[config.mk]
export PLATFORM = sky130hd
export DESIGN_NAME = command_frame_builder_unit
export DESIGN_NICKNAME = d
export VERILOG_FILES = /design/src/rtl/core/cfb_pkg.sv /design/src/rtl/core/cfb_cfg_regs.sv /design/src/rtl/core/cfb_sequencer.sv /design/src/rtl/core/cfb_out_buf.sv /design/src/rtl/core/command_frame_builder_unit.sv
export SDC_FILE = /design/constraint.sdc
export NUM_CORES = 1
export LEC_CHECK = 0
export BUFFER_PORTS_ARGS = -buffer_cell sky130_fd_sc_hd__clkbuf_2
export CORE_ASPECT_RATIO = 1.75
export CORE_MARGIN = 8
export CORE_UTILIZATION = 31
export CTS_CLUSTER_DIAMETER = 150
export DETAILED_ROUTE_END_ITERATION = 8
export SYNTH_ARGS = -nofsm -noshare
export SYNTH_HDL_FRONTEND = slang
export SYNTH_HIERARCHICAL = 1
export SYNTH_SLANG_ARGS = --single-unit
export TNS_END_PERCENT = 100
[constraint.sdc]
create_clock -name i_clk -period 4.15 [get_ports i_clk]
set_input_delay 0.415 -clock i_clk [delete_from_list [all_inputs] [get_ports i_clk]]
set_output_delay 0.415 -clock i_clk [all_outputs]
set_load 0.05 [all_outputs]
[src/rtl/core/cfb_pkg.sv]
// cfb_pkg: shared types and constants of the command frame builder
// no dependencies; imported by every module under rtl/core
package cfb_pkg;

    localparam int unsigned MAX_COMMAND_BYTES_DEF = 254;

    localparam logic [7:0] PREAMBLE_BYTE   = 8'h00;
    localparam logic [7:0] START_CODE_BYTE = 8'hFF;
    localparam logic [7:0] POSTAMBLE_BYTE  = 8'h00;

    localparam logic [7:0] BUS_ADDR_RESET  = 8'h48;
    localparam logic [7:0] FRAME_ID_RESET  = 8'hD4;

    localparam int unsigned CFG_IDX_W = 2;
    localparam logic [CFG_IDX_W-1:0] CFG_IDX_BUS_ADDR = 2'd0;
    localparam logic [CFG_IDX_W-1:0] CFG_IDX_FRAME_ID = 2'd1;

    typedef struct packed {
        logic [7:0] data_byte;
        logic [7:0] frame_length;
    } t_in_item;

    typedef struct packed {
        logic [7:0] out_byte;
        logic       last_of_frame;
    } t_out_item;

    // one accepted request with everything needed to emit its bytes
    typedef struct packed {
        logic       first;
        logic       last;
        logic [7:0] data_byte;
        logic [7:0] len_field;
        logic [7:0] bus_addr;
        logic [7:0] frame_id;
        logic [7:0] dcs;
    } t_seq_item;

    typedef struct packed {
        logic [7:0] bus_addr;
        logic [7:0] frame_id;
    } t_cfg;

    typedef enum logic [3:0] {
        PH_ADDR,
        PH_PRE0,
        PH_PRE1,
        PH_START,
        PH_LEN,
        PH_LCS,
        PH_FID,
        PH_DATA,
        PH_DCS,
        PH_POST
    } t_phase;

endpackage

[src/rtl/core/cfb_cfg_regs.sv]
// cfb_cfg_regs: bus address and frame identifier registers
// depends on cfb_pkg
module cfb_cfg_regs
    import cfb_pkg::*;
(
    input  logic                 i_clk,
    input  logic                 i_rst_n,
    input  logic                 i_cfg_we,
    input  logic [CFG_IDX_W-1:0] i_cfg_index,
    input  logic [7:0]           i_cfg_wdata,
    output t_cfg                 o_cfg
);

    t_cfg r_cfg;

    always_ff @(posedge i_clk) begin
        if (!i_rst_n) begin
            r_cfg.bus_addr <= BUS_ADDR_RESET;
            r_cfg.frame_id <= FRAME_ID_RESET;
        end else if (i_cfg_we) begin
            unique case (i_cfg_index)
                CFG_IDX_BUS_ADDR: r_cfg.bus_addr <= i_cfg_wdata;
                CFG_IDX_FRAME_ID: r_cfg.frame_id <= i_cfg_wdata;
                default: ;
            endcase
        end
    end

    assign o_cfg = r_cfg;

endmodule

[src/rtl/core/cfb_sequencer.sv]
// cfb_sequencer: request register, frame bookkeeping and byte sequencing
// depends on cfb_pkg
module cfb_sequencer
    import cfb_pkg::*;
#(
    parameter int unsigned MAX_COMMAND_BYTES = MAX_COMMAND_BYTES_DEF
) (
    input  logic      i_clk,
    input  logic      i_rst_n,
    input  t_cfg      i_cfg,
    input  logic      i_in_valid,
    output logic      o_in_stall,
    input  t_in_item  i_in_item,
    input  logic      i_out_space,
    output logic      o_emit,
    output t_out_item o_emit_item
);

    localparam logic [7:0] MAX_LEN = 8'(MAX_COMMAND_BYTES);

    logic       r_busy;
    t_phase     r_phase;
    t_seq_item  r_item;
    logic       r_in_frame;
    logic [7:0] r_bytes_left;
    logic [7:0] r_sum;

    logic       n_busy;
    t_phase     n_phase;
    logic       accept;
    logic       fire;
    logic       final_byte;
    logic [7:0] len;
    logic [7:0] sum_base;
    logic [7:0] sum_new;
    logic [7:0] left_base;
    logic [7:0] left_new;
    t_seq_item  n_item;

    assign fire       = r_busy && i_out_space;
    assign final_byte = r_item.last ? (r_phase == PH_POST) : (r_phase == PH_DATA);
    assign o_in_stall = r_busy && !(fire && final_byte);
    assign accept     = i_in_valid && !o_in_stall;

    // frame bookkeeping of the incoming request
    always_comb begin
        if (i_in_item.frame_length == 8'd0) begin
            len = 8'd1;
        end else if (i_in_item.frame_length > MAX_LEN) begin
            len = MAX_LEN;
        end else begin
            len = i_in_item.frame_length;
        end
        sum_base  = r_in_frame ? r_sum : i_cfg.frame_id;
        sum_new   = sum_base + i_in_item.data_byte;
        left_base = r_in_frame ? r_bytes_left : len;
        left_new  = left_base - 8'd1;

        n_item.first     = !r_in_frame;
        n_item.last      = (left_new == 8'd0);
        n_item.data_byte = i_in_item.data_byte;
        n_item.len_field = len + 8'd1;
        n_item.bus_addr  = i_cfg.bus_addr;
        n_item.frame_id  = i_cfg.frame_id;
        n_item.dcs       = 8'd0 - sum_new;
    end

    always_comb begin
        n_busy  = r_busy;
        n_phase = r_phase;
        if (fire) begin
            unique case (r_phase)
                PH_ADDR:  n_phase = PH_PRE0;
                PH_PRE0:  n_phase = PH_PRE1;
                PH_PRE1:  n_phase = PH_START;
                PH_START: n_phase = PH_LEN;
                PH_LEN:   n_phase = PH_LCS;
                PH_LCS:   n_phase = PH_FID;
                PH_FID:   n_phase = PH_DATA;
                PH_DATA:  n_phase = PH_DCS;
                PH_DCS:   n_phase = PH_POST;
                PH_POST:  n_phase = PH_ADDR;
                default:  n_phase = PH_ADDR;
            endcase
            if (final_byte) begin
                n_busy = 1'b0;
            end
        end
        if (accept) begin
            n_busy  = 1'b1;
            n_phase = r_in_frame ? PH_DATA : PH_ADDR;
        end
    end

    always_ff @(posedge i_clk) begin
        if (!i_rst_n) begin
            r_busy       <= 1'b0;
            r_phase      <= PH_ADDR;
            r_in_frame   <= 1'b0;
            r_bytes_left <= 8'd0;
            r_sum        <= 8'd0;
        end else begin
            r_busy  <= n_busy;
            r_phase <= n_phase;
            if (accept) begin
                r_in_frame   <= !n_item.last;
                r_bytes_left <= left_new;
                r_sum        <= n_item.last ? 8'd0 : sum_new;
            end
        end
    end

    always_ff @(posedge i_clk) begin
        if (accept) begin
            r_item <= n_item;
        end
    end

    always_comb begin
        o_emit_item.last_of_frame = 1'b0;
        unique case (r_phase)
            PH_ADDR:  o_emit_item.out_byte = r_item.bus_addr;
            PH_PRE0:  o_emit_item.out_byte = PREAMBLE_BYTE;
            PH_PRE1:  o_emit_item.out_byte = PREAMBLE_BYTE;
            PH_START: o_emit_item.out_byte = START_CODE_BYTE;
            PH_LEN:   o_emit_item.out_byte = r_item.len_field;
            PH_LCS:   o_emit_item.out_byte = 8'd0 - r_item.len_field;
            PH_FID:   o_emit_item.out_byte = r_item.frame_id;
            PH_DATA:  o_emit_item.out_byte = r_item.data_byte;
            PH_DCS:   o_emit_item.out_byte = r_item.dcs;
            PH_POST: begin
                o_emit_item.out_byte      = POSTAMBLE_BYTE;
                o_emit_item.last_of_frame = 1'b1;
            end
            default:  o_emit_item.out_byte = r_item.data_byte;
        endcase
    end

    assign o_emit = fire;

endmodule

[src/rtl/core/cfb_out_buf.sv]
// cfb_out_buf: two-entry output buffer so the request side sees a registered space flag
// depends on cfb_pkg
module cfb_out_buf
    import cfb_pkg::*;
(
    input  logic      i_clk,
    input  logic      i_rst_n,
    input  logic      i_push,
    input  t_out_item i_item,
    output logic      o_space,
    output logic      o_out_valid,
    input  logic      i_out_stall,
    output t_out_item o_out_item
);

    t_out_item  r_mem [2];
    logic       r_wptr;
    logic       r_rptr;
    logic [1:0] r_count;
    logic       pop;

    assign o_space     = (r_count != 2'd2);
    assign o_out_valid = (r_count != 2'd0);
    assign o_out_item  = r_mem[r_rptr];
    assign pop         = o_out_valid && !i_out_stall;

    always_ff @(posedge i_clk) begin
        if (!i_rst_n) begin
            r_wptr  <= 1'b0;
            r_rptr  <= 1'b0;
            r_count <= 2'd0;
        end else begin
            if (i_push) begin
                r_wptr <= !r_wptr;
            end
            if (pop) begin
                r_rptr <= !r_rptr;
            end
            r_count <= r_count + {1'b0, i_push} - {1'b0, pop};
        end
    end

    always_ff @(posedge i_clk) begin
        if (i_push) begin
            r_mem[r_wptr] <= i_item;
        end
    end

endmodule

[src/rtl/core/command_frame_builder_unit.sv]
// command_frame_builder_unit: top level of the command frame builder
// depends on cfb_pkg, cfb_cfg_regs, cfb_sequencer, cfb_out_buf
//
// Input channel (i_in_valid / o_in_stall / i_in_item) takes the command bytes
// of a frame one request at a time; frame_length is read on the first byte only.
// Output channel (o_out_valid / i_out_stall / o_out_item) gives the framed byte
// stream one byte per cycle while i_out_stall is low: bus address, preamble,
// start code, LEN, LCS, frame identifier, the command bytes, then DCS and the
// postamble with last_of_frame. The byte sequencer emits one byte per cycle
// while the output buffer has space; a request produces 1 byte for a middle
// byte, 8 for a first byte, 3 for a last byte, 10 for a one-byte frame. A new
// request is taken in the cycle its predecessor emits its final byte, so command
// bytes stream at one per cycle while the output buffer has space.
// A two-entry output buffer holds bytes while the receiver stalls; the request
// side stalls once it is full. Synchronous reset empties the buffer, ends any
// open frame and restores the bus address (0x48) and frame identifier (0xD4).
// Configuration writes (i_cfg_we) take effect at the next edge, no read-back;
// unknown indexes are ignored.
module command_frame_builder_unit
    import cfb_pkg::*;
#(
    parameter int unsigned MAX_COMMAND_BYTES = MAX_COMMAND_BYTES_DEF
) (
    input  logic                 i_clk,
    input  logic                 i_rst_n,
    input  logic                 i_cfg_we,
    input  logic [CFG_IDX_W-1:0] i_cfg_index,
    input  logic [7:0]           i_cfg_wdata,
    input  logic                 i_in_valid,
    output logic                 o_in_stall,
    input  t_in_item             i_in_item,
    output logic                 o_out_valid,
    input  logic                 i_out_stall,
    output t_out_item            o_out_item
);

    t_cfg      cfg;
    logic      out_space;
    logic      emit;
    t_out_item emit_item;

    cfb_cfg_regs u_cfg_regs (
        .i_clk       (i_clk),
        .i_rst_n     (i_rst_n),
        .i_cfg_we    (i_cfg_we),
        .i_cfg_index (i_cfg_index),
        .i_cfg_wdata (i_cfg_wdata),
        .o_cfg       (cfg)
    );

    cfb_sequencer #(
        .MAX_COMMAND_BYTES (MAX_COMMAND_BYTES)
    ) u_sequencer (
        .i_clk       (i_clk),
        .i_rst_n     (i_rst_n),
        .i_cfg       (cfg),
        .i_in_valid  (i_in_valid),
        .o_in_stall  (o_in_stall),
        .i_in_item   (i_in_item),
        .i_out_space (out_space),
        .o_emit      (emit),
        .o_emit_item (emit_item)
    );

    cfb_out_buf u_out_buf (
        .i_clk       (i_clk),
        .i_rst_n     (i_rst_n),
        .i_push      (emit),
        .i_item      (emit_item),
        .o_space     (out_space),
        .o_out_valid (o_out_valid),
        .i_out_stall (i_out_stall),
        .o_out_item  (o_out_item)
    );

endmodule
Word level (Yosys, flattened, before mapping)
Memory sizes are Yosys's and may differ from the RTL's. A register that Yosys moved wholly into a read port is not among the register bits.
Index checks and enable logic that the tools add are counted.
{"block": "classes", "addsub": 7, "magnitude_cmp": 1, "eq_ne": 11, "mux": 20, "n_reduce_logical": 22}
{"op": "$pmux 8 s7", "n": 1}
{"op": "$mux 8", "n": 5}
{"op": "$eq 4x3->1 const B", "n": 4}
{"op": "$logic_not 8->1", "n": 2}
{"op": "$mux 4", "n": 4}
{"op": "$sub 1x8->8 const A", "n": 2}
{"op": "$mux 1", "n": 9}
{"op": "$add 8x1->8 const B", "n": 1}
{"op": "$add 8x8->8", "n": 1}
{"op": "$eq 4x2->1 const B", "n": 2}
{"op": "$eq 4x4->1 const B", "n": 2}
{"op": "$gt 8x8->1 const B", "n": 1}
{"op": "$sub 8x1->8 const B", "n": 1}
{"op": "$logic_not 1->1", "n": 6}
{"op": "$reduce_and 2->1", "n": 3}
{"op": "$reduce_bool 2->1", "n": 3}
{"op": "$logic_and 1x1->1", "n": 5}
{"op": "$eq 4x1->1 const B", "n": 1}
{"op": "$logic_not 4->1", "n": 1}
{"op": "$mux 3", "n": 1}
{"op": "$reduce_or 3->1", "n": 1}
{"op": "$add 2x1->2", "n": 1}
{"op": "$eq 2x1->1 const B", "n": 1}
{"op": "$logic_not 2->1", "n": 1}
{"op": "2 further kinds", "n": 2}
{"block": "totals", "register_bits": 83, "mem_bits_rw": 18, "mem_bits_ro": 64, "in_bits": 31, "out_inout_bits": 11, "elab_cells": 79, "mem_count": 2}
{"name": "(no name shown)", "depth": 16, "word_bits": 4, "read_ports": 1, "rd_ports_with_merged_regs": 1, "wr": 0, "line_no": "cfb_sequencer.sv:72", "rtl": "unique case (r_phase)"}
{"name": "u_out_buf.r_mem", "depth": 2, "word_bits": 9, "read_ports": 1, "rd_ports_with_merged_regs": 1, "wr": 1, "line_no": "cfb_out_buf.sv:16", "rtl": "t_out_item r_mem [2];"}

Longest topological paths before layout
{"block": "depth", "ltp_word": 10, "ltp_mapped": 13, "depth_no_buf": 10}

Hierarchy
Netlist, hierarchy kept.
{"module": "cfb_sequencer", "n_inst": 1, "cells_per_inst": 388, "area_each_um2": 3862.5, "seq_area_each_um2": 1751.7}
{"module": "cfb_out_buf", "n_inst": 1, "cells_per_inst": 51, "area_each_um2": 893.4, "seq_area_each_um2": 640.6}
{"module": "cfb_cfg_regs", "n_inst": 1, "cells_per_inst": 66, "area_each_um2": 665.6, "seq_area_each_um2": 320.3}

Worst setup path before layout
Ideal clock, no wire load.
{"block": "synth_path", "kind": "register to register", "start": "register u_sequencer.r_in_frame", "end": "register u_sequencer/r_item[7] (netlist name), data pin", "setup_ns": 0.271, "arrival_ns": 3.122, "t_required_ns": 3.879, "path_slack_ns": 0.757, "path_stages_with_launch": 13, "n_path_buf": 3, "synth_period_minus_slack_ns": 3.393, "cell_sequence": "dfxtp_1 > buf_4 > buf_2 > buf_1 > mux2_2 > ha_1 > fa_1 > a21o_1 > a21oi_1 > xnor2_1 > nand2_1 > nor4_1 > xor2_1"}
{"item": "start: declaration", "line_no": "cfb_sequencer.sv:24", "rtl": "logic r_in_frame;"}
{"item": "start signal: assignment", "line_no": "cfb_sequencer.sv:106", "rtl": "r_in_frame <= !n_item.last;"}
{"item": "end signal: assignment", "line_no": "cfb_sequencer.sv:115", "rtl": "r_item <= n_item;"}
{"item": "end: declaration", "line_no": "cfb_sequencer.sv:23", "rtl": "t_seq_item r_item;"}

Worst setup path after layout
{"block": "layout_path", "start": "register u_sequencer.r_phase[2]", "end": "register u_sequencer.r_sum[4]"}
{"block": "layout_via", "elab_chain_cells": 7, "word_cells_on_any_way": 8, "classes_between": "eq/ne (2); mux (1); reduce/logical (5)"}
{"item": "start: declaration", "line_no": "cfb_sequencer.sv:22", "rtl": "t_phase r_phase;"}
{"item": "start signal: assignment", "line_no": "cfb_sequencer.sv:104", "rtl": "r_phase <= n_phase;"}
{"item": "$eq 4x3->1 / $eq 4x4->1 (equally long branches)", "line_no": "cfb_sequencer.sv:41", "rtl": "assign final_byte = r_item.last ? (r_phase == PH_POST) : (r_phase == PH_DATA);"}
{"item": "$mux 1 (*)", "line_no": "cfb_sequencer.sv:41"}
{"item": "$logic_and 1x1->1 (*)", "line_no": "cfb_sequencer.sv:42", "rtl": "assign o_in_stall = r_busy && !(fire && final_byte);"}
{"item": "$logic_not 1->1 (*)", "line_no": "cfb_sequencer.sv:42"}
{"item": "$logic_and 1x1->1 (*)", "line_no": "cfb_sequencer.sv:42"}
{"item": "$logic_not 1->1 (*)", "line_no": "cfb_sequencer.sv:43", "rtl": "assign accept = i_in_valid && !o_in_stall;"}
{"item": "$logic_and 1x1->1 (*)", "line_no": "cfb_sequencer.sv:43"}
{"item": "end signal: assignment", "line_no": "cfb_sequencer.sv:108", "rtl": "r_sum <= n_item.last ? 8'd0 : sum_new;"}
{"item": "end: declaration", "line_no": "cfb_sequencer.sv:26", "rtl": "logic [7:0] r_sum;"}
Mark *: on every way between the ends. The rest lies on a longest branch, timed or not.
A chain may end at the register's enable or synchronous reset.

==> impl_metrics.env <==
export IMPL_cp_startpoint="u_sequencer/r_phase[2]$_SDFFE_PN0N_"
export IMPL_maxSlewViolCount=0
export IMPL_max_slew_margin=0.365
export IMPL_grt_pass1_wl_um=19800
export IMPL_start_util=0.313
export IMPL_startpoint_type="flop"
export IMPL_syn_inst=505
export IMPL_setup_viol=0
export IMPL_synth_fp_nets=554
export IMPL_required_ns=4.44
export IMPL_antenna_found_initial=0
export IMPL_die_w_um=116
export IMPL_ant_nets=0
export IMPL_total_power_mw=2.87
export IMPL_core_sq_um=17300
export IMPL_yosysSeqAreaShare=0.500
export IMPL_synth_cell_type_count=67
export IMPL_met1Wirelength_um=4650
export IMPL_critPathArrivalTime_ns=3.49
export IMPL_min_to="u_sequencer/r_item[32]$_DFFE_PP_"
export IMPL_row_count=64
export IMPL_dieHeight_um=191
export IMPL_cts_sinks=106
export IMPL_io_pins=42
export IMPL_drtPass1Iterations=4
export IMPL_synth_ff_type="edfxtp_1"
export IMPL_first_global_vias=4042
export IMPL_syn2layout_area_growth_pct=13.4
export IMPL_nNetsFinal=587
export IMPL_wirelength_um=12200
export IMPL_critPathMaxFanout=52
export IMPL_fill_cells=1757
export IMPL_instances_no_fill=774
export IMPL_rsz0062_at_grt="false"
export IMPL_clk_latency_ns=0.35
export IMPL_fin_tns_setup_ns=0
export IMPL_clk_path_buf_depth=2
export IMPL_ir_drop_mv=0.202
export IMPL_met2WireLength_um=6370
export IMPL_grt_max_degree=53
export IMPL_cts_hold_buffers_added=0
export IMPL_path_clk_slew_ns=0.08
export IMPL_ctsResizeCount=0
export IMPL_outcome="finished clean"
export IMPL_syn_cell_area_sq_um=5420
export IMPL_period_needed_ns=3.20
export IMPL_power_density_nw_per_um2=467
export IMPL_syn_area_per_cell_sq_um=10.7
export IMPL_hold_path_class="input pin to flop"
export IMPL_synth_edff_count=59
export IMPL_yosysWarnings=6
export IMPL_post_cts_buffers=0
export IMPL_p_leak_nw=2.38
export IMPL_drv_cap=0
export IMPL_wl_met3_um=357
export IMPL_root_buffer="clkbuf_16"
export IMPL_cts_tree="done"
export IMPL_grt_usage=0.115
export IMPL_numCtsBuffers=9
export IMPL_reg2reg_from="u_sequencer/r_phase[2]$_SDFFE_PN0N_"
export IMPL_wl_per_cell_um=15.8
export IMPL_gp_congestion=0.896
export IMPL_hold_start="i_in_item[8]"
export IMPL_via_per_inst=5.02
export IMPL_ctsHtreeMaxLevel=3
export IMPL_fmax_ghz=0.312
export IMPL_placedCellCount=758
export IMPL_top_layer="met4"
export IMPL_fin_hold_ws_ns=0.270
export IMPL_ff2ff_setup_slack_ns=0.95
export IMPL_drt_initial_drc_count=180
export IMPL_utilization=0.355
export IMPL_finalHoldViolations=0
export IMPL_async_flop_share=0
export IMPL_hpwl_um=9510
export IMPL_fin_skew_ns=0.00947
export IMPL_vias=3884
export IMPL_gr_total_overflow=0
export IMPL_fp_dieArea_sq_um=22100
export IMPL_reg2reg_to="u_sequencer/r_sum[4]$_SDFFE_PN0P_"
export IMPL_fin_crit_sh=0.772
export IMPL_min_path_cells=1
export IMPL_antenna_cells=0
export IMPL_worst_pin_slew_ns=0.951
export IMPL_drc=0
export IMPL_timing_setup_critical_path_class="flop to flop"
export IMPL_ys_seq_elements=106
export IMPL_end_kind="flop"
export IMPL_io_buffers=41
export IMPL_layout_drive_gt1_share=0.173
export IMPL_reg2regPathDepth=8
## routing by layer
layer,track usage,vias to the layer above
met5,0,-
met4,0.0968,0
met2,0.203,103
met1,0.114,1826
li1,-,1911
met3,0.0174,44
## kinds of logic after synthesis
group | share of synthesized area
AND/OR/NAND/NOR | 0.144
multiplexers | 0.0870
XOR/XNOR | 0.0462
flip-flops | 0.500
AO/OA/AOI/OAI | 0.140
buffers and inverters | 0.0388
adder cells (fa/ha/maj) | 0.0429
## synth_stat cells (4+ instances only)
master / count / area [sq um]
clkbuf_1: 11 / 41.3
xor2_1: 10 / 87.6
mux2i_1: 28 / 280
inv_1: 26 / 97.6
buf_1: 4 / 15.0
nand2_1: 49 / 184
o21ai_0: 20 / 100
o211ai_1: 5 / 37.5
nor3_1: 9 / 45.0
edfxtp_1: 59 / 1770
a21boi_0: 4 / 30.0
nand3_1: 10 / 50.1
ha_1: 17 / 213
xnor2_1: 16 / 140
nand4b_1: 4 / 35.0
a22o_1: 12 / 105
nor2_1: 37 / 139
mux2_2: 17 / 191
a221oi_1: 6 / 52.6
nor4_1: 5 / 31.3
dfxtp_1: 47 / 941
a21o_1: 11 / 82.6
a21oi_1: 20 / 100
nor2b_1: 11 / 68.8
and2_1: 4 / 25.0
buf_2: 6 / 30.0
## layout by cell type, fill, tap and decap left out, types with 12 or more instances in the layout
cell type   n
dfxtp_1    47
a22o_1     12
xnor2_1    16
nand2_1    49
mux2i_1    28
o21ai_0    20
a21oi_1    20
mux2_2     17
inv_1      25
ha_1       17
edfxtp_1   59
nor2_1     37
clkbuf_2   41
## worst max-delay path, cell delays in order (launching register included)
cell      delay [ns]
dfxtp_1         0.95
nor4bb_1        0.59
o311ai_2        0.13
buf_4           0.23
clkinv_1        0.06
buf_4           0.49
nand2_1         0.22
o21ba_4         0.31
a22o_1          0.15
## metrics by stage
| step | setup slack (ns) | area [sq um] |
|---|---|---|
| 3_3_place_gp | 1.14 | 5850 |
| 2_1_floorplan | 0.757 | 5420 |
| 3_5_place_dp | 0.977 | 5850 |
| 4_1_cts | 0.946 | 6150 |
| 5_1_grt | 0.674 | 6150 |
| 6_report | 0.946 | 6150 |
## power breakdown
part	total (mW)	internal (mW)	switching [mW]
Combinational	0.720	0.274	0.446
Sequential	1.32	1.24	0.0794
Clock	0.835	0.428	0.406
## flip-flops by register name, indices dropped and copies added, names as in the netlist, named ones only
name and count:
u_out_buf/r_rptr 1, u_out_buf/r_wptr 1, u_sequencer/r_item 41, u_sequencer/r_in_frame 1, u_sequencer/r_phase 4, u_out_buf/r_count 2
u_cfg_regs/o_cfg 16, u_sequencer/r_busy 1, u_sequencer/r_sum 8, u_out_buf/r_mem 18, u_sequencer/r_bytes_left 8
## worst max-delay path by stage
stage,endpoint,slack [ns],cells after the start
6_report,u_sequencer/r_sum[4]$_SDFFE_PN0P_,0.95,8
2_1_floorplan,u_sequencer/r_item[7]$_DFFE_PP_,0.76,12
3_3_place_gp,u_sequencer/r_sum[6]$_SDFFE_PN0P_,1.14,8
4_1_cts,u_sequencer/r_sum[4]$_SDFFE_PN0P_,0.95,8
3_5_place_dp,u_sequencer/r_sum[6]$_SDFFE_PN0P_,0.98,8
5_1_grt,u_sequencer/r_sum[4]$_SDFFE_PN0P_,0.67,8
## layout make-up
type | count | area [sq um] | share of cell area
Tap cell | 231 | 289 | 0.0470
Timing Repair Buffer | 46 | 243 | 0.0395
Multi-Input combinational cell | 349 | 2510 | 0.408
Inverter | 26 | 97.6 | 0.0159
Clock buffer | 9 | 225 | 0.0366
Clock inverter | 7 | 73.8 | 0.0120
Sequential cell | 106 | 2710 | 0.441
Note: power is estimated with default switching activity, not from simulation.
